===== config.mk =====
export PLATFORM = sky130hd
export DESIGN_NAME = ectf_job_q
export DESIGN_NICKNAME = d
export VERILOG_FILES = /design/src/sv/ectf_pkg.sv /design/src/sv/ectf_job_q.sv
export SDC_FILE = /design/constraint.sdc
export NUM_CORES = 1
export LEC_CHECK = 0
export BUFFER_PORTS_ARGS = -buffer_cell sky130_fd_sc_hd__buf_2
export CORE_ASPECT_RATIO = 0.8
export CORE_MARGIN = 2
export CORE_UTILIZATION = 53
export CTS_BUF_LIST = sky130_fd_sc_hd__clkbuf_4 sky130_fd_sc_hd__clkbuf_8
export DETAILED_ROUTE_END_ITERATION = 10
export MAX_ROUTING_LAYER = met4
export PLACE_DENSITY_LB_ADDON = 0.05
export RECOVER_POWER = 25
export SYNTH_ARGS = -nofsm -noshare
export SYNTH_HDL_FRONTEND = slang
export SYNTH_SLANG_ARGS = --single-unit

===== constraint.sdc =====
create_clock -name clk -period 2.45 [get_ports clk]
set_input_delay 0.1225 -clock clk [delete_from_list [all_inputs] [get_ports clk]]
set_output_delay 0.1225 -clock clk [all_outputs]
set_load 0.05 [all_outputs]

===== src/sv/ectf_pkg.sv =====
// ----------------------------------------------------------------------------
// ectf_pkg
// Types, codes and helpers shared by the exon chain trim and filter block.
// ----------------------------------------------------------------------------
package ectf_pkg;

  // Width of the chain count carried by a queued job; covers up to 2047 exons.
  localparam int JOB_CNT_W = 11;
  localparam int EXON_COUNT_W = 7;

  typedef enum logic [2:0] {
    CFG_FILTER_MODE      = 3'd0,
    CFG_TRIM_LENGTH      = 3'd1,
    CFG_MIN_INTRON       = 3'd2,
    CFG_MAX_INTRON       = 3'd3,
    CFG_MAX_EXON         = 3'd4,
    CFG_MIN_EXON         = 3'd5,
    CFG_MIN_CHAIN_LENGTH = 3'd6,
    CFG_MAX_CHAIN_LENGTH = 3'd7
  } cfg_idx_t;

  typedef enum logic [1:0] {
    VERDICT_KEEP      = 2'd0,
    VERDICT_UNSPLICED = 2'd1,
    VERDICT_LENGTH    = 2'd2
  } verdict_t;

  typedef enum logic [2:0] {
    BK_IDLE,
    BK_RD_FIRST,
    BK_RD_LAST,
    BK_TRIM_FIRST,
    BK_TRIM_LAST,
    BK_WALK,
    BK_DONE
  } bk_state_t;

  typedef struct packed {
    logic [31:0] exon_start;
    logic [31:0] exon_end;
    logic        last_exon;
  } in_item_t;

  typedef struct packed {
    logic [1:0]              verdict;
    logic [31:0]             chain_first;
    logic [31:0]             chain_last;
    logic [31:0]             chain_length;
    logic [EXON_COUNT_W-1:0] exon_count;
    logic                    overflowed;
  } out_item_t;

  typedef struct packed {
    logic [1:0]  filter_mode;
    logic [15:0] trim_length;
    logic [31:0] min_intron;
    logic [31:0] max_intron;
    logic [31:0] max_exon;
    logic [31:0] min_exon;
    logic [31:0] min_chain_length;
    logic [31:0] max_chain_length;
  } cfg_t;

  // One finished chain waiting for evaluation.
  typedef struct packed {
    logic                 bank;
    logic [JOB_CNT_W-1:0] count;
    logic [31:0]          sum;
    logic                 ovf;
  } job_t;

  // Back end hands a store bank back to the front end.
  typedef struct packed {
    logic valid;
    logic bank;
  } bank_rel_t;

  // Exact signed difference of two unsigned positions.
  function automatic logic signed [33:0] sdiff(input logic [31:0] a, input logic [31:0] b);
    sdiff = $signed({2'b00, a}) - $signed({2'b00, b});
  endfunction

  // Unsigned limit seen as a signed value of the same width as sdiff.
  function automatic logic signed [33:0] slim(input logic [31:0] x);
    slim = $signed({2'b00, x});
  endfunction

endpackage


===== src/sv/ectf_job_q.sv =====
// ----------------------------------------------------------------------------
// ectf_job_q
// Two-entry queue of finished chains between the front and back ends.
// ----------------------------------------------------------------------------
module ectf_job_q (
  input  logic           clk,
  input  logic           rst_n,
  input  logic           push,
  input  ectf_pkg::job_t push_job,
  input  logic           pop,
  output ectf_pkg::job_t head_job,
  output logic           head_valid,
  output logic           full
);

  ectf_pkg::job_t entry_r [2];
  logic           wr_ptr_r, wr_ptr_nxt;
  logic           rd_ptr_r, rd_ptr_nxt;
  logic [1:0]     fill_r, fill_nxt;
  logic           do_push, do_pop;

  assign head_valid = fill_r != 2'd0;
  assign full       = fill_r == 2'd2;
  assign head_job   = entry_r[rd_ptr_r];
  assign do_push    = push & ~full;
  assign do_pop     = pop & head_valid;

  always_comb begin
    wr_ptr_nxt = wr_ptr_r ^ do_push;
    rd_ptr_nxt = rd_ptr_r ^ do_pop;
    fill_nxt   = fill_r + {1'b0, do_push} - {1'b0, do_pop};
  end

  always_ff @(posedge clk) begin
    if (do_push) begin
      entry_r[wr_ptr_r] <= push_job;
    end
  end

  always_ff @(posedge clk) begin
    if (!rst_n) begin
      wr_ptr_r <= 1'b0;
      rd_ptr_r <= 1'b0;
      fill_r   <= '0;
    end else begin
      wr_ptr_r <= wr_ptr_nxt;
      rd_ptr_r <= rd_ptr_nxt;
      fill_r   <= fill_nxt;
    end
  end

endmodule


==> summary by stage <==
Timing
Static timing analysis puts the maximum clock frequency at 0.546 GHz. Setup repair after global routing left no endpoint under its margin. The transition time of the tightest slew-check pin is 0.546 ns. The number of max-slew violations in the final report is 0. The worst pin sits at a relative slew slack of 63.6%. The final hold violation count was 0. The number of endpoints failing setup at the final stage is 0. For the final database, setup skew stands at 0.00509 ns. The setup slack of the critical path after layout is 0.619 ns. The final period demand of the worst path is 1.83 ns. The sum of negative setup slack is 0 ns.

The share of the cycle needed by the critical path after routing is 74.7%.

Critical path
The required time of the critical path is 2.33 ns. In this run the critical register-to-register path is launched from fill_r[1]. Traced cell by cell, the critical path runs through buf_4, mux2_4, buf_2. The element type at the critical path start is a register. The category of the worst setup path capture point is an output port. By startpoint and endpoint, the worst setup path is classified as reg2out. The largest incremental delay on the critical path is 0.46 ns. On the critical path, the stage with the largest delay is an instance of sky130_fd_sc_hd__buf_4. Along the worst path, the maximum fanout reaches 30. The slack of the worst reg-to-reg path is 0.76 ns. The number of cells on the worst reg-to-reg path is 4.

The worst register-to-register path ends at entry_r[0][6]. The data arrival time of the critical path is 1.71 ns.

Clock tree
TritonCTS built the clock tree. Post-CTS repair changed the size of 0 cells. Clock latency on the worst-skew pair, taken at its later pin, is 0.35 ns.

No sink is reached through more buffers than the 2 on the longest clock path. The H-tree was split into 3 levels. Counting the buffers created by CTS gives 9. Clock-pin slew was measured on the worst setup and hold paths at 0.08 ns. The clock sink total is 95. The root cell of the clock tree is sky130_fd_sc_hd__clkbuf_8.

Worst hold path
The number of instances on the worst hold path is 2. The type of the worst min-delay path is in2reg. The source of the worst hold timing path is rst_n. The worst-case hold path end point is fill_r[0].

GRT
Entering global routing, the biggest net connects 32 pins. The sum of overflow across all layers after global routing is 0. The met1 routing resource usage after global routing is 18.2%. The number of antenna violations at the first check in global routing was 0. For met3 alone, demand over resource in global routing was 5.46%. The via count of the first global-routing pass was 1910. For met2 alone, demand over resource in global routing was 27.4%. The global-route wire length before repair is 8940 um. In the global route stage, overall resource usage came out at 16.1%. In this run the most used layer during global routing was met2.

Place
The half-perimeter wire length of the detailed placement result is 3610 um. The total instance count after detailed placement is 346. The post-place setup slack is 0.736 ns. At the end of routability-driven placement, the weighted congestion stood at 0.672. The total of buffers placed on input and output ports is 95.

Drt
The number of design-rule violations left by the first detailed-router iteration is 72. The routed layout has 1953 vias. The total wire length after detailed routing is 5940 um.

The count of antenna-violating nets left after detailed routing is 0. Dividing the detail-routed wire length by the instance count gives 14.6 um. The DRC violations left is 0. In the routed layout, each cell is associated on average with a via count of 4.81.

The number of detailed-route iterations in the first pass is 4.

Synthesis
After synthesis, the netlist uses 17 different library cells. The portion of the post-synthesis area used by sequential elements is 75.4%. The synthesized net count is 218. Summing every instance area after synthesis gives 0.00371 sq mm. The post-synthesis cell count is 165.

The number of warning messages in the yosys log is 0. The number of flip-flops and latches in the synthesized netlist is 95. Dividing the synthesized area by the synthesized cell count gives 22.5 sq um.

Pwr
The total power divided by cell area is 1010 mW/mm^2. IR analysis of the VDD net gives a maximum drop of 584 uV. The static leakage power is 1.88 nW. Total power for the finished layout comes to 0.00493 W.

Cells and area
In the final design database the tool counted 368 nets. The finished layout holds 406 standard cells, fillers aside. Cells with a size suffix above 1 make up 43.9% of the layout. The most common library cell in the layout ignoring fill and taps is sky130_fd_sc_hd__edfxtp_1. The number of diodes added for antenna fixing is 0. In the layout the commonest cells are sky130_fd_sc_hd__edfxtp_1, sky130_fd_sc_hd__buf_2, sky130_fd_sc_hd__dlygate4sd3_1. The area overhead of the layout relative to synthesis is 30.7%.

Flow run
Max-cap violations in this run came to 0.

Floorplan
In this run the standard cell core region covers 0.00682 sq mm. The number of cell rows is 27. The top-level I/O count is 96. In this run the horizontal extent of the chip is 97.6 um. The die is 78.9 um tall.

The initial utilization of the core area, before any placement, comes to 54.4%. The die area is 0.00770 sq mm.

Outcome
The flow ran to the end, and the final reports show no timing, DRC or antenna violations.
Yosys cell counts:
library cell | count | area [sq um]
sky130_fd_sc_hd__nand2_1 | 2 | 7.51
sky130_fd_sc_hd__xnor3_1 | 1 | 22.5
sky130_fd_sc_hd__mux2i_1 | 2 | 20.0
sky130_fd_sc_hd__or2_2 | 1 | 6.26
sky130_fd_sc_hd__edfxtp_1 | 90 | 2700
sky130_fd_sc_hd__mux2_2 | 5 | 56.3
sky130_fd_sc_hd__buf_12 | 4 | 80.1
sky130_fd_sc_hd__nor2b_1 | 2 | 12.5
sky130_fd_sc_hd__dfxtp_1 | 5 | 100
sky130_fd_sc_hd__ha_1 | 4 | 50.1
sky130_fd_sc_hd__or2b_1 | 1 | 7.51
sky130_fd_sc_hd__inv_1 | 3 | 11.3
sky130_fd_sc_hd__nand2b_1 | 1 | 6.26
sky130_fd_sc_hd__and2_1 | 2 | 12.5
sky130_fd_sc_hd__mux2_4 | 40 | 601
sky130_fd_sc_hd__buf_6 | 1 | 11.3
sky130_fd_sc_hd__o21a_1 | 1 | 7.51
registers in the layout, indices dropped and copies added (netlist names), named ones only:
signal    cells
entry_r      90
fill_r        2
rd_ptr_r      1
wr_ptr_r      1
worst max path at each step:
stage	start	endpoint	slack, ns	depth (start not counted)
final	register	head_job[18]	0.62	3
after global routing	register	head_job[3]	0.53	3
after CTS	register	head_job[24]	0.58	3
after detailed placement	fill_r[1]	entry_r[1][28]	0.74	4
after global placement	fill_r[1]	entry_r[1][23]	0.76	4
after floorplan	fill_r[1]	entry_r[1][0]	0.30	3
what timing repair did:
action                                 4_1_cts  5_1_grt
hold buffers                                45        0
endpoints found under the hold margin       90        0
buffers inserted                             0        0
where the power goes:
part	internal, W	switching, W
clock network	0.000357	0.000493
registers	0.00206	0.0000618
logic	0.000674	0.00128
per-stage QoR:
step / instance area, sq um / utilization [%] / hold WS (ns)
4_1_cts: 4880 / 71.5 / 0.0198
2_1_floorplan: 3710 / - / 0.221
3_5_place_dp: 4270 / 62.6 / 0.313
5_1_grt: 4850 / 71.1 / 0.0289
3_3_place_gp: 4270 / 62.6 / 0.310
6_report: 4850 / 71.1 / 0.0382
cells by family after synthesis:
kind of cell | share of synthesized area (%)
fa+ha+maj | 1.35
xor+xnor | 0.606
buf+inv | 2.76
compound gates | 0.202
flops | 75.4
simple gates | 1.41
mux | 18.2
metal layers:
metal / vias up / part of all wire, %
li1: 936 / -
met1: 943 / 43
met2: 66 / 51
met3: 8 / 5.4
met4: 0 / 1.3
met5: - / 0
area by class of cell:
| type | instances | area, sq um |
|---|---|---|
| sequential | 95 | 2800 |
| clock inverter | 6 | 38.8 |
| fill | 459 | 1970 |
| tap | 87 | 109 |
| timing repair buffer | 144 | 953 |
| inverter | 3 | 11.3 |
| clock buffer | 9 | 124 |
| multi-input combinational | 62 | 815 |
critical path, delay by kind of cell (launching register included):
kind,cells,cell delay (ns)
muxes,1,0.35
DFF,1,0.33
buffers and inverters,2,0.67
(Power assumes the default switching activity.)
