### src/sv/ectf_pkg.sv
// ----------------------------------------------------------------------------
// ectf_pkg
// Types, codes and helpers shared by the exon chain trim and filter block.
// ----------------------------------------------------------------------------
package ectf_pkg;

  // Width of the chain count carried by a queued job; covers up to 2047 exons.
  localparam int JOB_CNT_W = 11;
  localparam int EXON_COUNT_W = 7;

  typedef enum logic [2:0] {
    CFG_FILTER_MODE      = 3'd0,
    CFG_TRIM_LENGTH      = 3'd1,
    CFG_MIN_INTRON       = 3'd2,
    CFG_MAX_INTRON       = 3'd3,
    CFG_MAX_EXON         = 3'd4,
    CFG_MIN_EXON         = 3'd5,
    CFG_MIN_CHAIN_LENGTH = 3'd6,
    CFG_MAX_CHAIN_LENGTH = 3'd7
  } cfg_idx_t;

  typedef enum logic [1:0] {
    VERDICT_KEEP      = 2'd0,
    VERDICT_UNSPLICED = 2'd1,
    VERDICT_LENGTH    = 2'd2
  } verdict_t;

  typedef enum logic [2:0] {
    BK_IDLE,
    BK_RD_FIRST,
    BK_RD_LAST,
    BK_TRIM_FIRST,
    BK_TRIM_LAST,
    BK_WALK,
    BK_DONE
  } bk_state_t;

  typedef struct packed {
    logic [31:0] exon_start;
    logic [31:0] exon_end;
    logic        last_exon;
  } in_item_t;

  typedef struct packed {
    logic [1:0]              verdict;
    logic [31:0]             chain_first;
    logic [31:0]             chain_last;
    logic [31:0]             chain_length;
    logic [EXON_COUNT_W-1:0] exon_count;
    logic                    overflowed;
  } out_item_t;

  typedef struct packed {
    logic [1:0]  filter_mode;
    logic [15:0] trim_length;
    logic [31:0] min_intron;
    logic [31:0] max_intron;
    logic [31:0] max_exon;
    logic [31:0] min_exon;
    logic [31:0] min_chain_length;
    logic [31:0] max_chain_length;
  } cfg_t;

  // One finished chain waiting for evaluation.
  typedef struct packed {
    logic                 bank;
    logic [JOB_CNT_W-1:0] count;
    logic [31:0]          sum;
    logic                 ovf;
  } job_t;

  // Back end hands a store bank back to the front end.
  typedef struct packed {
    logic valid;
    logic bank;
  } bank_rel_t;

  // Exact signed difference of two unsigned positions.
  function automatic logic signed [33:0] sdiff(input logic [31:0] a, input logic [31:0] b);
    sdiff = $signed({2'b00, a}) - $signed({2'b00, b});
  endfunction

  // Unsigned limit seen as a signed value of the same width as sdiff.
  function automatic logic signed [33:0] slim(input logic [31:0] x);
    slim = $signed({2'b00, x});
  endfunction

endpackage

### src/sv/ectf_back.sv
// ----------------------------------------------------------------------------
// ectf_back
// Evaluates one queued chain: reads the end exons, trims them, walks the
// stored exons checking spans and gaps, then registers the result.
// ----------------------------------------------------------------------------
module ectf_back #(
  parameter int MAX_EXONS = 64
) (
  input  logic                       clk,
  input  logic                       rst_n,
  input  ectf_pkg::cfg_t             cfg,
  input  ectf_pkg::job_t             head_job,
  input  logic                       head_valid,
  output logic                       job_pop,
  output logic [$clog2(MAX_EXONS):0] rd_addr,
  input  logic [63:0]                rd_data,
  output ectf_pkg::bank_rel_t        rel,
  output logic                       out_valid,
  input  logic                       out_stall,
  output ectf_pkg::out_item_t        out_data
);

  localparam int IDX_W = $clog2(MAX_EXONS);
  localparam int CNT_W = $clog2(MAX_EXONS + 1);

  ectf_pkg::bk_state_t state_r, state_nxt;
  logic                bank_r, bank_nxt;
  logic [CNT_W-1:0]    n_r, n_nxt;
  logic [31:0]         sum_r, sum_nxt;
  logic                ovf_r, ovf_nxt;
  logic                lo_r, lo_nxt;
  logic [31:0]         f_s_r, f_s_nxt, f_e_r, f_e_nxt;
  logic [31:0]         l_s_r, l_s_nxt, l_e_r, l_e_nxt;
  logic                first_mod_r, first_mod_nxt;
  logic                last_mod_r, last_mod_nxt;
  logic [CNT_W-1:0]    iss_r, iss_nxt;
  logic                pend_vld_r, pend_vld_nxt;
  logic [CNT_W-1:0]    pend_idx_r, pend_idx_nxt;
  logic [31:0]         prev_e_r, prev_e_nxt;
  logic [31:0]         first_s_r, first_s_nxt;
  logic [31:0]         last_e_r, last_e_nxt;
  logic                fail_r, fail_nxt;
  logic                out_valid_r, out_valid_nxt;
  ectf_pkg::out_item_t out_data_r, out_data_nxt;

  logic [CNT_W-1:0]    hi;
  logic [31:0]         rd_s, rd_e;
  logic [31:0]         eff_s, eff_e;
  logic signed [33:0]  ex, gap;
  logic signed [33:0]  trim_lim;
  logic                is_first, is_last;
  logic                trim_on;
  logic [1:0]          verdict;

  assign hi       = CNT_W'(lo_r) + n_r - CNT_W'(1);
  assign rd_s     = rd_data[63:32];
  assign rd_e     = rd_data[31:0];
  assign trim_lim = ectf_pkg::slim({16'd0, cfg.trim_length});
  assign trim_on  = cfg.trim_length != 16'd0;

  assign is_first = pend_idx_r == CNT_W'(lo_r);
  assign is_last  = pend_idx_r == hi;
  assign eff_s    = (is_first && first_mod_r) ? f_s_r : rd_s;
  assign eff_e    = (is_last && last_mod_r) ? l_e_r : rd_e;
  assign ex       = ectf_pkg::sdiff(eff_e, eff_s) - 34'sd1;
  assign gap      = ectf_pkg::sdiff(eff_s, prev_e_r) - 34'sd1;

  always_comb begin
    if (cfg.filter_mode[0] && n_r == CNT_W'(1)) begin
      verdict = ectf_pkg::VERDICT_UNSPLICED;
    end else if (!cfg.filter_mode[1]) begin
      verdict = ectf_pkg::VERDICT_KEEP;
    end else if (sum_r < cfg.min_chain_length || sum_r > cfg.max_chain_length || fail_r) begin
      verdict = ectf_pkg::VERDICT_LENGTH;
    end else begin
      verdict = ectf_pkg::VERDICT_KEEP;
    end
  end

  always_comb begin
    state_nxt     = state_r;
    bank_nxt      = bank_r;
    n_nxt         = n_r;
    sum_nxt       = sum_r;
    ovf_nxt       = ovf_r;
    lo_nxt        = lo_r;
    f_s_nxt       = f_s_r;
    f_e_nxt       = f_e_r;
    l_s_nxt       = l_s_r;
    l_e_nxt       = l_e_r;
    first_mod_nxt = first_mod_r;
    last_mod_nxt  = last_mod_r;
    iss_nxt       = iss_r;
    pend_vld_nxt  = 1'b0;
    pend_idx_nxt  = pend_idx_r;
    prev_e_nxt    = prev_e_r;
    first_s_nxt   = first_s_r;
    last_e_nxt    = last_e_r;
    fail_nxt      = fail_r;
    out_data_nxt  = out_data_r;
    out_valid_nxt = out_valid_r & out_stall;
    job_pop       = 1'b0;
    rd_addr       = {bank_r, iss_r[IDX_W-1:0]};
    rel.valid     = 1'b0;
    rel.bank      = bank_r;

    unique case (state_r)
      ectf_pkg::BK_IDLE: begin
        rd_addr = {head_job.bank, IDX_W'(0)};
        if (head_valid) begin
          job_pop       = 1'b1;
          bank_nxt      = head_job.bank;
          n_nxt         = head_job.count[CNT_W-1:0];
          sum_nxt       = head_job.sum;
          ovf_nxt       = head_job.ovf;
          lo_nxt        = 1'b0;
          first_mod_nxt = 1'b0;
          last_mod_nxt  = 1'b0;
          fail_nxt      = 1'b0;
          state_nxt     = ectf_pkg::BK_RD_FIRST;
        end
      end
      ectf_pkg::BK_RD_FIRST: begin
        f_s_nxt   = rd_s;
        f_e_nxt   = rd_e;
        rd_addr   = {bank_r, hi[IDX_W-1:0]};
        state_nxt = ectf_pkg::BK_RD_LAST;
      end
      ectf_pkg::BK_RD_LAST: begin
        l_s_nxt   = rd_s;
        l_e_nxt   = rd_e;
        state_nxt = ectf_pkg::BK_TRIM_FIRST;
      end
      ectf_pkg::BK_TRIM_FIRST: begin
        if (trim_on) begin
          if (ectf_pkg::sdiff(f_e_r, f_s_r) > trim_lim) begin
            f_s_nxt       = f_s_r + {16'd0, cfg.trim_length};
            sum_nxt       = sum_r - {16'd0, cfg.trim_length};
            first_mod_nxt = 1'b1;
            // A single exon is also the last one: carry the new start over.
            if (n_r == CNT_W'(1)) begin
              l_s_nxt = f_s_r + {16'd0, cfg.trim_length};
            end
          end else if (n_r > CNT_W'(1)) begin
            sum_nxt = sum_r - (f_e_r - f_s_r + 32'd1);
            lo_nxt  = 1'b1;
            n_nxt   = n_r - CNT_W'(1);
          end
        end
        state_nxt = ectf_pkg::BK_TRIM_LAST;
      end
      ectf_pkg::BK_TRIM_LAST: begin
        if (trim_on) begin
          if (ectf_pkg::sdiff(l_e_r, l_s_r) > trim_lim) begin
            l_e_nxt      = l_e_r - {16'd0, cfg.trim_length};
            sum_nxt      = sum_r - {16'd0, cfg.trim_length};
            last_mod_nxt = 1'b1;
          end else if (n_r > CNT_W'(1)) begin
            sum_nxt = sum_r - (l_e_r - l_s_r + 32'd1);
            n_nxt   = n_r - CNT_W'(1);
          end
        end
        iss_nxt   = CNT_W'(lo_r);
        state_nxt = ectf_pkg::BK_WALK;
      end
      ectf_pkg::BK_WALK: begin
        // Issue one read a cycle; check the exon whose data arrives.
        if (iss_r <= hi) begin
          rd_addr      = {bank_r, iss_r[IDX_W-1:0]};
          iss_nxt      = iss_r + CNT_W'(1);
          pend_vld_nxt = 1'b1;
          pend_idx_nxt = iss_r;
        end
        if (pend_vld_r) begin
          prev_e_nxt = eff_e;
          if (is_first) begin
            first_s_nxt = eff_s;
            if (n_r > CNT_W'(1) && ex > ectf_pkg::slim(cfg.max_exon)) begin
              fail_nxt = 1'b1;
            end
          end else begin
            if (gap < ectf_pkg::slim(cfg.min_intron) || gap > ectf_pkg::slim(cfg.max_intron) ||
                ex > ectf_pkg::slim(cfg.max_exon) ||
                (ex < ectf_pkg::slim(cfg.min_exon) && !is_last)) begin
              fail_nxt = 1'b1;
            end
          end
          if (is_last) begin
            last_e_nxt   = eff_e;
            pend_vld_nxt = 1'b0;
            state_nxt    = ectf_pkg::BK_DONE;
          end
        end
      end
      ectf_pkg::BK_DONE: begin
        if (!out_valid_r || !out_stall) begin
          out_valid_nxt             = 1'b1;
          out_data_nxt.verdict      = verdict;
          out_data_nxt.chain_first  = first_s_r;
          out_data_nxt.chain_last   = last_e_r;
          out_data_nxt.chain_length = sum_r;
          out_data_nxt.exon_count   = ectf_pkg::EXON_COUNT_W'(n_r);
          out_data_nxt.overflowed   = ovf_r;
          rel.valid                 = 1'b1;
          state_nxt                 = ectf_pkg::BK_IDLE;
        end
      end
      default: begin
        state_nxt = ectf_pkg::BK_IDLE;
      end
    endcase
  end

  always_ff @(posedge clk) begin
    bank_r      <= bank_nxt;
    n_r         <= n_nxt;
    sum_r       <= sum_nxt;
    ovf_r       <= ovf_nxt;
    lo_r        <= lo_nxt;
    f_s_r       <= f_s_nxt;
    f_e_r       <= f_e_nxt;
    l_s_r       <= l_s_nxt;
    l_e_r       <= l_e_nxt;
    first_mod_r <= first_mod_nxt;
    last_mod_r  <= last_mod_nxt;
    iss_r       <= iss_nxt;
    pend_idx_r  <= pend_idx_nxt;
    prev_e_r    <= prev_e_nxt;
    first_s_r   <= first_s_nxt;
    last_e_r    <= last_e_nxt;
    fail_r      <= fail_nxt;
    out_data_r  <= out_data_nxt;
  end

  always_ff @(posedge clk) begin
    if (!rst_n) begin
      state_r     <= ectf_pkg::BK_IDLE;
      pend_vld_r  <= 1'b0;
      out_valid_r <= 1'b0;
    end else begin
      state_r     <= state_nxt;
      pend_vld_r  <= pend_vld_nxt;
      out_valid_r <= out_valid_nxt;
    end
  end

  assign out_valid = out_valid_r;
  assign out_data  = out_data_r;

endmodule

### config.mk
export PLATFORM = sky130hd
export DESIGN_NAME = ectf_back
export DESIGN_NICKNAME = d
export VERILOG_FILES = /design/src/sv/ectf_pkg.sv /design/src/sv/ectf_back.sv
export SDC_FILE = /design/constraint.sdc
export NUM_CORES = 2
export LEC_CHECK = 0
export ABC_CLOCK_PERIOD_IN_PS = 32000
export BUFFER_PORTS_ARGS = -buffer_cell sky130_fd_sc_hd__buf_2
export CAP_MARGIN = 20
export CORE_AREA = 2 2 257 259
export DETAILED_ROUTE_END_ITERATION = 6
export DIE_AREA = 0 0 259 261
export GPL_TIMING_DRIVEN = 1
export PLACE_DENSITY = 0.77
export SETUP_SLACK_MARGIN = 0.3
export SYNTH_ARGS = -nofsm -noshare
export SYNTH_HDL_FRONTEND = slang
export SYNTH_SLANG_ARGS = --single-unit
### constraint.sdc
create_clock -name clk -period 32 [get_ports clk]
set_clock_uncertainty 0.1 [all_clocks]
set_input_delay 1.6 -clock clk [delete_from_list [all_inputs] [get_ports clk]]
set_output_delay 1.6 -clock clk [all_outputs]
set_load 0.02 [all_outputs]
==> results.md <==
- Core Area: between 60000 and 70000 µm²
- Post-synthesis cell area: 35860 µm²
- RSZ-0062 raised after global routing: false
- Cts repair resizes: 0
- Fraction of layout cells with a size suffix above 1: 0.1422
- Total GRT Usage: 0.3013
- Synth async-reset ratio: 0
- First-pass GRT wire length: about 160000 µm
- CP max FO: 40
- Reg2reg path depth: 39
- Worst relative slew slack: 0.2512
- Critical path required time: roughly 32000 ps
- Area share of the largest cell type after synthesis: 0.3257
- Actual slew at the worst max-slew pin: 1115 ps
- Outcome: finished, final reports clean
- Predominant post-synthesis flop cell: edfxtp_1
- Leak: between 0.015 and 0.02 µW
- Startpoint Class: flop
- Mean area per synthesized cell: between 9 and 10 µm²
- Clock sinks: 394
- Comb power frac: 0.376
- Clk pin slew, worst setup/hold paths: 60 ps
- Setup TNS Final: 0 ps
- Mapped Nets: around 4800
- CTS tree: yes
- Critical Path Max Stage Delay: ~580 ps
- Hold EP: out_data[74]
- GRT overflow: 0
- Max Fclk: 93.97 MHz
- Number of global-route vias before repair: about 29000
- #FFs+latches synth: 394
- DIE AREA: 67600 µm²
- Power per Cell Area: about 45 nW/µm²
- CP Class: flop to flop
- Die Y: 261 µm
- Post-CTS setup buffer count: 0
- Area growth, synth to finish: 13.34%
- Critical path's most frequent cell: o21ai_0
- Cells after Synth: 3892
- Mux contribution to synthesized area: 0.01427
- Min Hold Slack: 310.4 ps
- Internal: 1190 µW
- Max Cap Viol: 0
- Fin. max-slew vios: 0
- Reg2reg setup slack: 21360 ps
- Initial drt markers: 2665
- Peak VDD IR: approximately 0.038 mV
- Hold path start: first_s_r[2]
- R2R Path End: fail_r
- Largest net degree at the start of global routing: 59
- Final nets: 5199
- Reg2reg start: n_r[0]
- Sequential fraction of the synthesis area: 0.3285
- Largest family of logic cells by synthesized area: adder cells
- Slowest-stage cell, CP: nor4b_2
- Clk buf depth: 3
- Post-synth EDFFs: 389
- Skew-Pair Late Insertion Delay: around 600 ps
- Root buffer cell: clkbuf_16
- Netlist cell types: approximately 110
- Vias per Instance: approximately 5.8
- Adder-Cell Fraction of Synth Area: 0.2034
- Port buffer count: 435
- Final Hold Viols: 0
- Endpoints failing setup: 0
- Top cells by area, synth: edfxtp_1, ha_1, inv_1, xnor2_1, fa_1
- NetSw: between 600 and 700 µW
- Drt drc: 0
- # rows: 94
- Clock power share: 0.287
- I/O pin cnt: 440
- Worst min path class: flop to flop
- Synth Area in XOR/XNOR: 0.07170
- Worst Setup SP: n_r[0]
- HPWL Detailed: 85840 µm
- Starting Density: 0.5514
- H-tree depth: 2
- DR WL/cell: approximately 20 µm
- Share of power burned in registers: 0.337
- Min Clock Period, post-route: 10640 ps
- Hold Path Stages: 0
- Critical path endpoint category: flop
- Synth Warn #: 0
- Gp weighted congestion: 0.9948
- Die X-Extent: 259 µm
- 1st-pass router iterations: 6
- Initial antenna violation count: 29
- Hold_buf cts: 0
- Post-route ant nets: 0
- Tcrit/Tclk final: 0.3326
- Compound-cell area share of the yosys netlist: 0.1723
- Via Count: approximately 30000
- Critical Path AT: 10900 ps
- Post-synthesis simple-gate area fraction: 0.1393
- Sw frac: 0.3518
- Synth area leader: edfxtp_1
- Final wirelength: 105200 µm
- Pwr Total: 1836 µW
- TritonCTS Buffers: between 40 and 50
[power by group through the flow]
| stage | Combinational (µW) | Clock [µW] | Sequential [µW] |
|---|---|---|---|
| final | 690 | 527 | 619 |
| after global routing | 771 | 553 | 621 |
| after CTS | 681 | 533 | 618 |
| after detailed placement | 673 | 0 | 629 |
| after global placement | 659 | 0 | 629 |
| after floorplan | 509 | 0 | 618 |
[logic make-up after synthesis]
group                      after synthesis
buffers and inverters                  668
DFF                                    394
adders and majority gates              541
and+or+nand+nor                        996
AOI/OAI and AO/OA                      959
muxes                                   47
xor gates and xnor gates               287
[cells in the mapped netlist, types with 10 or more instances]
library cell / count
inv_1: 608
nor2_1: 242
nor3_1: 68
and4_1: 10
mux2i_1: 14
edfxtp_1: 389
or2_2: 16
nand2b_1: 74
o31ai_1: 30
ha_1: 467
and3_1: 27
a211oi_1: 24
a21oi_1: 258
a211o_1: 13
a21o_1: 139
o21bai_1: 26
nand4_1: 56
a22oi_1: 23
fa_1: 71
nand3_1: 60
nor2b_1: 68
or3_1: 19
a31oi_1: 18
clkbuf_1: 46
nand2_1: 258
mux2_2: 33
o21a_1: 33
xor2_1: 86
o21ai_0: 222
xnor2_1: 196
o211ai_1: 35
a21boi_0: 19
and2_1: 18
nor4_1: 29
[worst max-delay path: cells and delay by family, from the launching register on]
kind            cells  cell delay, ps
buf+inv             2             700
simple gates       12            2960
compound gates     17            3450
mux                 1             470
fa+ha+maj           4            1210
flops               1             470
xor+xnor            3            1000
[layer usage]
layer,wire length (µm),track usage,vias to the layer above
met5,138,0,-
met2,49590,0.5030,1113
met3,8397,0.05497,238
met4,4422,0.1262,22
met1,42630,0.3859,14160
li1,-,-,14750
[worst max-delay path by stage]
stage / to / slack [ps] / cells after the start
floorplan: rel[1] / 20540 / 2
global placement: fail_r / 21730 / 39
detailed placement: fail_r / 21630 / 39
CTS: fail_r / 21560 / 39
global route: fail_r / 20820 / 39
finish: fail_r / 21360 / 39
[state kept, by name (all words and copies together), names as in the netlist, 7 cells and up]
| name | cells |
|---|---|
| last_e_r | 32 |
| f_s_r | 32 |
| first_s_r | 32 |
| l_e_r | 32 |
| f_e_r | 32 |
| out_data | 106 |
| n_r | 7 |
| pend_idx_r | 7 |
| sum_r | 32 |
| iss_r | 7 |
| prev_e_r | 32 |
| l_s_r | 32 |
[through the flow]
step,utilization,area [µm²],setup slack (ps),std cells
after CTS,0.6238,40570,21560,5235
after floorplan,-,35860,20540,3892
after detailed placement,0.6010,39090,21630,5152
after global routing,0.6244,40610,20820,5242
after global placement,0.6010,39090,21730,5152
final,0.6250,40650,21360,5257
[cell usage in the layout (no fill, tap or decap), types with 24 or more instances in the layout]
cell type  netlist  final
a211oi_1        24     24
a21o_1         139    139
a21oi_1        258    257
and3_1          27     27
buf_2            4    435
clkbuf_16        0     46
edfxtp_1       389    389
fa_1            71     71
ha_1           467    467
inv_1          608    608
mux2_2          33     33
nand2_1        258    256
nand2b_1        74     74
nand3_1         60     60
nand4_1         56     56
nor2_1         242    238
nor2b_1         68     68
nor3_1          68     68
nor4_1          29     28
o211ai_1        35     35
o21a_1          33     33
o21ai_0        222    222
o21bai_1        26     26
o31ai_1         30     30
xnor2_1        196    196
xor2_1          86     86
[layout make-up]
class | count | area [µm²]
Antenna cell | 20 | 50.05
Clock buffer | 59 | 1230
Clock inverter | 24 | 252.7
Fill cell | 5490 | 24390
Inverter | 610 | 2290
Multi-Input combinational cell | 2830 | 21620
Sequential cell | 394 | 11780
Tap cell | 864 | 1081
Timing Repair Buffer | 456 | 2347
No activity file was read; power rests on OpenSTA's default activity.
