[src/sv/ectf_pkg.sv]
// ----------------------------------------------------------------------------
// ectf_pkg
// Types, codes and helpers shared by the exon chain trim and filter block.
// ----------------------------------------------------------------------------
package ectf_pkg;

  // Width of the chain count carried by a queued job; covers up to 2047 exons.
  localparam int JOB_CNT_W = 11;
  localparam int EXON_COUNT_W = 7;

  typedef enum logic [2:0] {
    CFG_FILTER_MODE      = 3'd0,
    CFG_TRIM_LENGTH      = 3'd1,
    CFG_MIN_INTRON       = 3'd2,
    CFG_MAX_INTRON       = 3'd3,
    CFG_MAX_EXON         = 3'd4,
    CFG_MIN_EXON         = 3'd5,
    CFG_MIN_CHAIN_LENGTH = 3'd6,
    CFG_MAX_CHAIN_LENGTH = 3'd7
  } cfg_idx_t;

  typedef enum logic [1:0] {
    VERDICT_KEEP      = 2'd0,
    VERDICT_UNSPLICED = 2'd1,
    VERDICT_LENGTH    = 2'd2
  } verdict_t;

  typedef enum logic [2:0] {
    BK_IDLE,
    BK_RD_FIRST,
    BK_RD_LAST,
    BK_TRIM_FIRST,
    BK_TRIM_LAST,
    BK_WALK,
    BK_DONE
  } bk_state_t;

  typedef struct packed {
    logic [31:0] exon_start;
    logic [31:0] exon_end;
    logic        last_exon;
  } in_item_t;

  typedef struct packed {
    logic [1:0]              verdict;
    logic [31:0]             chain_first;
    logic [31:0]             chain_last;
    logic [31:0]             chain_length;
    logic [EXON_COUNT_W-1:0] exon_count;
    logic                    overflowed;
  } out_item_t;

  typedef struct packed {
    logic [1:0]  filter_mode;
    logic [15:0] trim_length;
    logic [31:0] min_intron;
    logic [31:0] max_intron;
    logic [31:0] max_exon;
    logic [31:0] min_exon;
    logic [31:0] min_chain_length;
    logic [31:0] max_chain_length;
  } cfg_t;

  // One finished chain waiting for evaluation.
  typedef struct packed {
    logic                 bank;
    logic [JOB_CNT_W-1:0] count;
    logic [31:0]          sum;
    logic                 ovf;
  } job_t;

  // Back end hands a store bank back to the front end.
  typedef struct packed {
    logic valid;
    logic bank;
  } bank_rel_t;

  // Exact signed difference of two unsigned positions.
  function automatic logic signed [33:0] sdiff(input logic [31:0] a, input logic [31:0] b);
    sdiff = $signed({2'b00, a}) - $signed({2'b00, b});
  endfunction

  // Unsigned limit seen as a signed value of the same width as sdiff.
  function automatic logic signed [33:0] slim(input logic [31:0] x);
    slim = $signed({2'b00, x});
  endfunction

endpackage

[src/sv/ectf_front.sv]
// ----------------------------------------------------------------------------
// ectf_front
// Accepts exons, writes them to the current store bank, sums their lengths
// and queues a job per finished chain. Two banks alternate between chains.
// ----------------------------------------------------------------------------
module ectf_front #(
  parameter int MAX_EXONS = 64
) (
  input  logic                       clk,
  input  logic                       rst_n,
  input  logic                       in_valid,
  output logic                       in_stall,
  input  ectf_pkg::in_item_t         in_data,
  output logic                       wr_en,
  output logic [$clog2(MAX_EXONS):0] wr_addr,
  output logic [63:0]                wr_data,
  output logic                       job_push,
  output ectf_pkg::job_t             job,
  input  logic                       q_full,
  input  ectf_pkg::bank_rel_t        rel
);

  localparam int IDX_W = $clog2(MAX_EXONS);
  localparam int CNT_W = $clog2(MAX_EXONS + 1);

  logic             bank_r, bank_nxt;
  logic [CNT_W-1:0] cnt_r, cnt_nxt, cnt_upd;
  logic [31:0]      sum_r, sum_nxt, sum_upd;
  logic             ovf_r, ovf_nxt, ovf_upd;
  logic [1:0]       busy_r, busy_nxt;
  logic             accept;
  logic             room;

  assign in_stall = busy_r[bank_r] | q_full;
  assign accept   = in_valid & ~in_stall;
  assign room     = cnt_r < CNT_W'(MAX_EXONS);

  assign wr_en   = accept & room;
  assign wr_addr = {bank_r, cnt_r[IDX_W-1:0]};
  assign wr_data = {in_data.exon_start, in_data.exon_end};

  always_comb begin
    cnt_upd = cnt_r;
    sum_upd = sum_r;
    ovf_upd = ovf_r;
    if (room) begin
      cnt_upd = cnt_r + CNT_W'(1);
      sum_upd = sum_r + (in_data.exon_end - in_data.exon_start + 32'd1);
    end else begin
      ovf_upd = 1'b1;
    end
  end

  assign job_push  = accept & in_data.last_exon;
  assign job.bank  = bank_r;
  assign job.count = ectf_pkg::JOB_CNT_W'(cnt_upd);
  assign job.sum   = sum_upd;
  assign job.ovf   = ovf_upd;

  always_comb begin
    bank_nxt = bank_r;
    cnt_nxt  = cnt_r;
    sum_nxt  = sum_r;
    ovf_nxt  = ovf_r;
    busy_nxt = busy_r;
    if (rel.valid) begin
      busy_nxt[rel.bank] = 1'b0;
    end
    if (accept) begin
      if (in_data.last_exon) begin
        // Hand the bank to the back end and restart on the other one.
        busy_nxt[bank_r] = 1'b1;
        bank_nxt = ~bank_r;
        cnt_nxt  = '0;
        sum_nxt  = '0;
        ovf_nxt  = 1'b0;
      end else begin
        cnt_nxt = cnt_upd;
        sum_nxt = sum_upd;
        ovf_nxt = ovf_upd;
      end
    end
  end

  always_ff @(posedge clk) begin
    if (!rst_n) begin
      bank_r <= 1'b0;
      cnt_r  <= '0;
      sum_r  <= '0;
      ovf_r  <= 1'b0;
      busy_r <= '0;
    end else begin
      bank_r <= bank_nxt;
      cnt_r  <= cnt_nxt;
      sum_r  <= sum_nxt;
      ovf_r  <= ovf_nxt;
      busy_r <= busy_nxt;
    end
  end

endmodule

[config.mk]
export PLATFORM = sky130hd
export DESIGN_NAME = ectf_front
export DESIGN_NICKNAME = d
export VERILOG_FILES = /design/src/sv/ectf_pkg.sv /design/src/sv/ectf_front.sv
export SDC_FILE = /design/constraint.sdc
export NUM_CORES = 1
export LEC_CHECK = 0
export ABC_CLOCK_PERIOD_IN_PS = 3900
export BUFFER_PORTS_ARGS = -buffer_cell sky130_fd_sc_hd__buf_2
export CAP_MARGIN = 40
export CORE_ASPECT_RATIO = 0.8
export CORE_MARGIN = 4
export CORE_UTILIZATION = 47
export CTS_BUF_LIST = sky130_fd_sc_hd__clkbuf_16
export DETAILED_ROUTE_END_ITERATION = 10
export HOLD_SLACK_MARGIN = 0.15
export PLACE_DENSITY = 0.78
export SYNTH_ARGS = -nofsm -noshare
export SYNTH_HDL_FRONTEND = slang
export SYNTH_SLANG_ARGS = --single-unit
[constraint.sdc]
create_clock -name clk -period 3.9 [get_ports clk]
set_input_delay 0.78 -clock clk [delete_from_list [all_inputs] [get_ports clk]]
set_output_delay 0.78 -clock clk [all_outputs]
set_load 0.02 [all_outputs]
==> results of run 1 <==
## synth_stat cells (4+ instances only)
cell	number
nor2b_1	30
buf_2	6
o211ai_1	8
a22oi_1	13
a21oi_1	34
a21o_1	13
inv_1	137
ha_1	34
or3_1	7
nand4_1	12
mux2_2	5
nand2_1	60
nor3b_1	5
nand3b_1	6
xor2_1	17
buf_4	80
xnor2_1	16
clkbuf_1	18
nand3_1	17
o21ai_0	39
dfxtp_1	43
nor2_1	30
o21a_1	4
fa_1	31
and2_1	6
nor3_1	6
a21boi_0	5
a2bb2oi_1	9
a31oi_1	4
## registers in the layout, summed over array words and instances (netlist names)
register,flops
sum_r,32
cnt_r,7
busy_r,2
bank_r,1
ovf_r,1
## routing by layer
metal	up-vias	global-route usage	share of wire
met2	393	0.414	0.47
met1	2964	0.336	0.40
met3	85	0.0397	0.091
met5	-	0	0
li1	2900	-	-
met4	0	0.0668	0.034
## logic make-up (layout without fill, tap and decap cells)
group           count (synthesis)  count (layout)  share of synthesized area
simple gates                  195             195                      0.177
xor+xnor                       33              33                     0.0511
compound gates                170             170                      0.205
flops                          43              43                      0.152
mux                             6               6                     0.0117
fa+ha+maj                      65              65                      0.185
buf+inv                       243             486                      0.217
other cells                     1               4                   0.000663
## worst register-to-register path: stages (launching register included)
cell      delay, ns
dfxtp_1        0.37
inv_1          0.08
fa_1           0.55
inv_2          0.05
ha_4           0.29
buf_6          0.13
nand3_1        0.10
o211ai_1       0.28
a21oi_2        0.13
buf_4          0.18
nand4_1        0.18
a41oi_2        0.18
o21a_2         0.27
buf_4          0.14
buf_4          0.12
buf_4          0.13
and4_4         0.16
a311o_1        0.26
## worst paths after layout
kind | startpoint | to | slack (ns) | cells after the start
setup reg to reg | sum_r[12] | sum_r[28] | 0.16 | 17
hold reg to reg | ovf_r | ovf_r | 0.48 | 2
hold / removal | ovf_r | ovf_r | 0.48 | 2
setup / recovery | in_data[6] | job[23] | -0.57 | 15
## power groups by stage
stage                     registers [mW]  clock network [mW]  logic [mW]
final                              0.484               0.587        2.73
after global routing               0.488               0.602        2.89
after CTS                          0.483               0.576        2.29
after detailed placement           0.493                   0        1.89
after global placement             0.492                   0        1.86
after floorplan                    0.488                   0        1.22
## layout make-up
type	count	area share
clock buffer	5	0.0145
multi-input combinational	473	0.520
inverter	137	0.0609
timing repair buffer	341	0.276
sequential	43	0.0997
clock inverter	3	0.00781
tap	148	0.0214
## layout by cell type (no fill, tap or decap), types with 4 or more instances in the layout
| cell type | Yosys | final |
|---|---|---|
| buf_2 | 6 | 149 |
| buf_4 | 80 | 144 |
| inv_1 | 137 | 114 |
| nand2_1 | 60 | 54 |
| buf_6 | 0 | 44 |
| dfxtp_1 | 43 | 42 |
| fa_1 | 31 | 31 |
| nor2b_1 | 30 | 30 |
| nor2_1 | 30 | 25 |
| inv_2 | 0 | 20 |
| o21ai_2 | 0 | 17 |
| ha_1 | 34 | 16 |
| a21oi_2 | 3 | 15 |
| ha_4 | 0 | 15 |
| o21ai_0 | 39 | 14 |
| a21oi_1 | 34 | 14 |
| nand3_1 | 17 | 14 |
| a21o_1 | 13 | 13 |
| a22oi_1 | 13 | 13 |
| nand4_1 | 12 | 12 |
| xnor2_1 | 16 | 11 |
| xor2_1 | 17 | 9 |
| a2bb2oi_1 | 9 | 9 |
| o211ai_1 | 8 | 8 |
| o21ai_1 | 1 | 8 |
| a21oi_4 | 0 | 8 |
| xor2_2 | 0 | 6 |
| and2_1 | 6 | 6 |
| nand3b_1 | 6 | 6 |
| or3_1 | 7 | 5 |
| clkbuf_16 | 0 | 5 |
| o21a_1 | 4 | 4 |
| nand2_4 | 0 | 4 |
| mux2_4 | 0 | 4 |
| conb_1 | 1 | 4 |
## repair_timing
item | 4_1_cts | 5_1_grt
setup endpoints to repair | 24 | 25
hold buffers | 0 | 0
setup buffers | 27 | 22
pin swaps | 77 | 50
resized for setup | 138 | 100
==> impl_metrics.tcl, run 1 <==
set metrics [dict create \
    status "finished with violations" \
    violations "setup timing" \
    synthTopCellsByArea "dfxtp_1 (15%), fa_1 (11%), buf_4 (11%)" \
    required_ns 3.12 \
    cts_buffers 5 \
    grt_util_all_layers 0.250 \
    clk_pin_slew_ns 0.07 \
    cpPeakStageDelay_ns 0.52 \
    final_area_um2 8650 \
    cts_tree "yes" \
    start_kind "input pin" \
    io_pins 190 \
    comb_power_share 0.718 \
    place_hpwl_um 12600 \
    yosysSeqAreaShare 0.152 \
    slowest_stage "fa_1" \
    placed_area_um2 7140 \
    dp_cells 1098 \
    drive_above_1_share 0.497 \
    setup_slack_ns -0.573 \
    ys_types 69 \
    gp_congestion 0.911 \
    cp_top_family "compound AO/OA/AOI/OAI gates" \
    vias_per_cell 5.51 \
    stdcell_count 1150 \
    cp.arrival_ns 3.69 \
    seq_area_um2 862 \
    pwr_density_cell_nw_per_um2 439 \
    setup_viol 22 \
    n_fill_cell 773 \
    drtPass1Iterations 5 \
    cts_root_buf "clkbuf_16" \
    grt_max_degree 54 \
    overflow 0 \
    fin_crit_sh 1.15 \
    synthFlopType "dfxtp_1" \
    synth_warnings 0 \
    p_clk_frac 0.154 \
    hold_viol_final 0 \
    p_sw_frac 0.429 \
    synth_top_area_share 0.152 \
    netlist_area_um2 5660 \
    drt_wl_total_um 20500 \
    leakage_nw 4.16 \
    start_util 0.486 \
    setup_tns_ns -8.21 \
    worst_pin_slew_ns 0.938 \
    htreeDepth 2 \
    cp_max_fo 4 \
    drtAntennaViolNets 0 \
    power_mw 3.80 \
    synth_area_per_cell_um2 7.48 \
    grt_first_pass_wirelength_um 28300 \
    coreArea_um2 11600 \
    hold_path.class "register to register" \
    rsz0062_at_grt "yes" \
    syn_inst 756 \
    die_area_um2 13900 \
    ys_ff_latch 43 \
    fmax_mhz 224 \
    clk_latency_ns 0.30 \
    area_growth_pct 52.9 \
    place_ws_ns -0.671 \
    io_buffers 185 \
    multiInputGateArea_um2 4500 \
    fin_nets 1137 \
    crit_buf_inv 5 \
    path_class "input pin to output pin" \
    grt_pass1_vias 5968 \
    internal_power_mw 2.17 \
    worstPathCellList "buf_8, inv_8, fa_1, inv_2, ha_4, a21o_1, or3_4, o211ai_4, a21oi_2, o31ai_4, buf_4, a21oi_4, xor2_2, mux2_4, buf_6" \
    holdWs_ns 0.475 \
    cts_buffer_depth 2 \
    antenna_cells 0 \
    clock_skew_ns 0.00954 \
    seqPwrFrac 0.127 \
    maxCapViolCount 0 \
    dr.first_iter.drc_count 524 \
    die_h_um 106 \
    yosysTopAreaCell "dfxtp_1" \
    drv_slew 0 \
    async_reset_ff_frac 0 \
    switchingPower_mw 1.63 \
    detail_route.wl_per_cell_um 17.9 \
    peakVddDrop_mv 0.230 \
    crit_path_end_kind "output pin" \
    final_core_util 0.743 \
    vias 6342 \
    rows 35 \
    clock_sinks 43 \
    synth-edff-count 0 \
    drc 0 \
    die_w_um 131 \
    fin_crit_ns 4.47 \
    maxSlewHeadroom 0.375 \
    antenna_found_initial 0 \
]
No activity file was read; power rests on OpenSTA's default activity.
==> inputs of run 2 (changes only) <==
- BUFFER_PORTS_ARGS: -buffer_cell sky130_fd_sc_hd__buf_2 -> unset
- CORE_UTILIZATION: 47 -> 60
- DONT_BUFFER_PORTS: unset -> 1
- PLACE_DENSITY: 0.78 -> 0.79
- SKIP_CTS_REPAIR_TIMING: unset -> 1
==> impl_metrics.tcl, run 2 (synthesis gave the netlist of run 1 again) <==
set metrics [dict create \
    drtPass1Iterations 5 \
    dr.first_iter.drc_count 355 \
    vias 5246 \
    grt_util_all_layers 0.258 \
    antenna_cells 0 \
    drive_above_1_share 0.293 \
    area_growth_pct 20.3 \
    worst_pin_slew_ns 0.839 \
    fin_nets 914 \
    io_buffers 0 \
    maxCapViolCount 0 \
    n_fill_cell 666 \
    place_hpwl_um 11300 \
    status "finished with violations" \
    cts_root_buf "clkbuf_16" \
    drtAntennaViolNets 0 \
    placed_area_um2 6090 \
    cp.arrival_ns 3.52 \
    crit_path_end_kind "output pin" \
    die_h_um 94.9 \
    pwr_density_cell_nw_per_um2 435 \
    comb_power_share 0.664 \
    clock_sinks 43 \
    start_kind "input pin" \
    htreeDepth 2 \
    fmax_mhz 233 \
    setup_viol 18 \
    maxSlewHeadroom 0.437 \
    seqPwrFrac 0.164 \
    hold_viol_final 0 \
    vias_per_cell 5.87 \
    p_sw_frac 0.431 \
    clock_skew_ns 0.00442 \
    die_w_um 117 \
    violations "setup timing" \
    p_clk_frac 0.172 \
    drc 0 \
    fin_crit_ns 4.30 \
    cp_max_fo 5 \
    cts_buffer_depth 2 \
    detail_route.wl_per_cell_um 17.5 \
    final_area_um2 6810 \
    power_mw 2.97 \
    gp_congestion 0.894 \
    hold_path.class "register to register" \
    largest_reg_flops 32 \
    die_area_um2 11100 \
    io_pins 190 \
    final_cell_mix "inv_1 (129), buf_4 (112), nand2_1 (56), dfxtp_1 (42), fa_1 (30)" \
    grt_first_pass_wirelength_um 23500 \
    final_common_cell "inv_1" \
    peakVddDrop_mv 0.290 \
    drt_wl_total_um 15600 \
    setup_slack_ns -0.395 \
    cts_tree "yes" \
    path_class "input pin to output pin" \
    clk_pin_slew_ns 0.07 \
    grt_pass1_vias 5051 \
    top_register "sum_r" \
    stdcell_count 894 \
    antenna_found_initial 0 \
    leakage_nw 3.11 \
    clk_latency_ns 0.29 \
    start_util 0.621 \
    switchingPower_mw 1.28 \
    cts_buffers 5 \
    drv_slew 0 \
    rows 31 \
    internal_power_mw 1.69 \
    overflow 0 \
    top_regs "sum_r: 32 flops, cnt_r: 7 flops, busy_r: 2 flops" \
    coreArea_um2 9110 \
    dp_cells 870 \
    grt_max_degree 52 \
    rsz0062_at_grt "yes" \
    required_ns 3.12 \
    fin_crit_sh 1.10 \
]
-- run 2: changes by cell type in the layout (fill, tap and decap cells not counted), sizes merged --
| cell | previous run | this run |
|---|---|---|
| inv | 137 | 138 |
| clkinvlp | 1 | 0 |
| buf | 341 | 118 |
| bufinv | 2 | 1 |
| clkinv | 0 | 1 |
-- run 2: per-layer routing --
layer	wire, µm	GRT usage	share of wire
met5	0	0	0
met4	273	0.0468	0.017
met3	1220	0.0461	0.078
met2	7550	0.442	0.48
met1	6580	0.345	0.42
-- run 2: layout make-up --
type	instances	area [µm²]	area share
clock buffers	5	125	0.0184
clock inverters	3	47.5	0.00698
flip-flops and latches	43	862	0.127
well taps	115	144	0.0211
inverters	137	522	0.0766
multi-input cells	473	4200	0.617
repair buffers	118	908	0.133
-- run 2: path summary, 6_finish.rpt --
path               startpoint         to  slack (ns)  depth (start not counted)
setup / recovery  in_data[13]    job[30]       -0.40                         13
hold / removal      sum_r[18]  sum_r[18]        0.46                          2
setup reg to reg     sum_r[5]  sum_r[30]        0.58                         14
hold reg to reg     sum_r[18]  sum_r[18]        0.46                          2
-- run 2: through the flow --
step                       util  hold slack [ns]  setup WS, ns  setup TNS, ns
after floorplan               -            0.429        -0.297          -1.21
after global placement    0.669            0.449        -0.403          -4.66
after detailed placement  0.669            0.456        -0.489          -5.92
after CTS                 0.688            0.464        -0.493          -6.09
after global routing      0.747            0.482        -0.533          -5.64
final                     0.747            0.465        -0.395          -3.84
-- run 2: worst max-delay path, stage by stage --
cell      delay, ns
inv_1          0.03
fa_1           0.52
inv_2          0.05
ha_4           0.23
buf_4          0.14
a21oi_4        0.21
o21ai_0        0.12
o21ai_1        0.23
and3_4         0.24
a21boi_2       0.07
a311o_1        0.33
and4_1         0.26
a221oi_4       0.30
-- run 2: power by group through the flow --
stage / sequential [mW] / clock (mW) / combinational [mW]
global route: 0.490 / 0.537 / 2.12
detailed placement: 0.496 / 0 / 1.65
CTS: 0.486 / 0.518 / 1.66
global placement: 0.494 / 0 / 1.61
floorplan: 0.488 / 0 / 1.22
finish: 0.487 / 0.510 / 1.97
==> inputs of run 3 (changes only) <==
- SETUP_SLACK_MARGIN: unset -> 0.2
==> impl_metrics.tcl, run 3 (synthesis gave the netlist of run 1 again) <==
set metrics [dict create \
    fin_crit_ns 4.24 \
    coreArea_um2 9110 \
    worst_pin_slew_ns 0.843 \
    rows 31 \
    antenna_found_initial 0 \
    stdcell_count 883 \
    hold_path_startpoint "sum_r[18]" \
    grt_first_pass_wirelength_um 22700 \
    setup_slack_ns -0.342 \
    worst_r2r_path_depth 15 \
    fin_crit_sh 1.09 \
    place_hpwl_um 11300 \
    antenna_cells 0 \
    path_class "input pin to output pin" \
    use_met3 0.0500 \
    pwr_density_cell_nw_per_um2 430 \
    start_kind "input pin" \
    die_area_um2 11100 \
    start_util 0.621 \
    fin_nets 904 \
    whs_endpoint "sum_r[18]" \
    clock_sinks 43 \
    hold_path.class "register to register" \
    cts_root_buf "clkbuf_16" \
    grt_max_degree 52 \
    use_met2 0.427 \
    area_growth_pct 19.4 \
    overflow 0 \
    detail_route.wl_per_cell_um 17.6 \
    setup_tns_ns -4.03 \
    io_buffers 0 \
    violations "DRC, setup timing" \
    comb_power_share 0.662 \
    required_ns 3.12 \
    peakVddDrop_mv 0.260 \
    die_w_um 117 \
    drive_above_1_share 0.286 \
    cts_buffer_depth 2 \
    drt_wl_total_um 15600 \
    maxCapViolCount 0 \
    cp_max_fo 4 \
    leakage_nw 3.06 \
    p_sw_frac 0.435 \
    maxSlewHeadroom 0.436 \
    clk_latency_ns 0.29 \
    crit_path_end_kind "output pin" \
    top_regs "sum_r: 32 flops, cnt_r: 7 flops, busy_r: 2 flops" \
    grt_pass1_vias 4951 \
    largest_reg_flops 32 \
    drv_slew 0 \
    p_clk_frac 0.171 \
    regToRegSetupSlack_ns 0.53 \
    cp.arrival_ns 3.46 \
    internal_power_mw 1.64 \
    drtPass1Iterations 8 \
    clk_pin_slew_ns 0.07 \
    clock_skew_ns 0.00602 \
    cts_buffers 5 \
    r2r_end "sum_r[13]" \
    seqPwrFrac 0.167 \
    dr.first_iter.drc_count 458 \
    rsz0062_at_grt "yes" \
    fmax_mhz 236 \
    switchingPower_mw 1.26 \
    final_cell_mix "inv_1 (130), buf_4 (102), nand2_1 (57), dfxtp_1 (42), fa_1 (31)" \
    status "finished with violations" \
    dp_cells 859 \
    setup_viol 19 \
    vias_per_cell 5.86 \
    grt_util_all_layers 0.252 \
    gp_congestion 0.934 \
    htreeDepth 2 \
    hold_viol_final 0 \
    drtAntennaViolNets 0 \
    r2r_start "sum_r[6]" \
    final_common_cell "inv_1" \
    drc 4 \
    die_h_um 94.9 \
    holdWs_ns 0.460 \
    place_ws_ns -0.411 \
    whs_path_depth 2 \
    top_register "sum_r" \
    vias 5178 \
    io_pins 190 \
    use_met1 0.335 \
    cts_tree "yes" \
    top_usage_layer "met2" \
]
-- run 3: per-stage QoR --
step / area (µm²) / power (mW) / utilization
final: 6760 / 2.91 / 0.741
after global routing: 6760 / 3.08 / 0.741
after detailed placement: 6090 / 2.14 / 0.668
after CTS: 6250 / 2.64 / 0.686
after global placement: 6090 / 2.09 / 0.668
after floorplan: 5990 / 1.75 / -
-- run 3: per-layer routing --
metal / up-vias / part of all wire
li1: 2428 / -
met1: 2485 / 0.42
met2: 230 / 0.49
met3: 35 / 0.070
met4: 0 / 0.020
met5: - / 0
-- run 3: power by group through the flow --
stage	clock network (mW)	registers, mW	logic [mW]
floorplan	0	0.488	1.26
global route	0.523	0.489	2.07
finish	0.497	0.487	1.92
detailed placement	0	0.496	1.64
CTS	0.498	0.486	1.66
global placement	0	0.493	1.60
-- run 3: worst max-delay path, cell delays in order --
cell,delay [ns]
inv_1,0.03
fa_1,0.53
inv_1,0.05
ha_1,0.35
nand2_1,0.16
nor3_2,0.24
o22ai_1,0.17
buf_4,0.18
o41ai_4,0.07
a41oi_2,0.19
o21a_2,0.27
xor2_2,0.18
o21ai_2,0.12
buf_6,0.13
-- run 3: final cells by class --
cell class                      instances  area [µm²]
Multi-Input combinational cell        473        4230
Fill cell                             651        2360
Sequential cell                        43         862
Timing Repair Buffer                  108         833
Inverter                              137         524
Tap cell                              115         144
Clock buffer                            5         125
Clock inverter                          2        37.5
-- run 3: worst max path at each step --
stage | from | endpoint | slack [ns] | cells after the start
2_1_floorplan | in_data[6] | job[21] | -0.30 | 12
3_3_place_gp | in_data[13] | job[30] | -0.37 | 12
3_5_place_dp | in_data[10] | job[21] | -0.41 | 12
4_1_cts | in_data[10] | job[21] | -0.42 | 12
5_1_grt | in_data[19] | job[29] | -0.47 | 14
6_report | in_data[19] | job[29] | -0.34 | 14
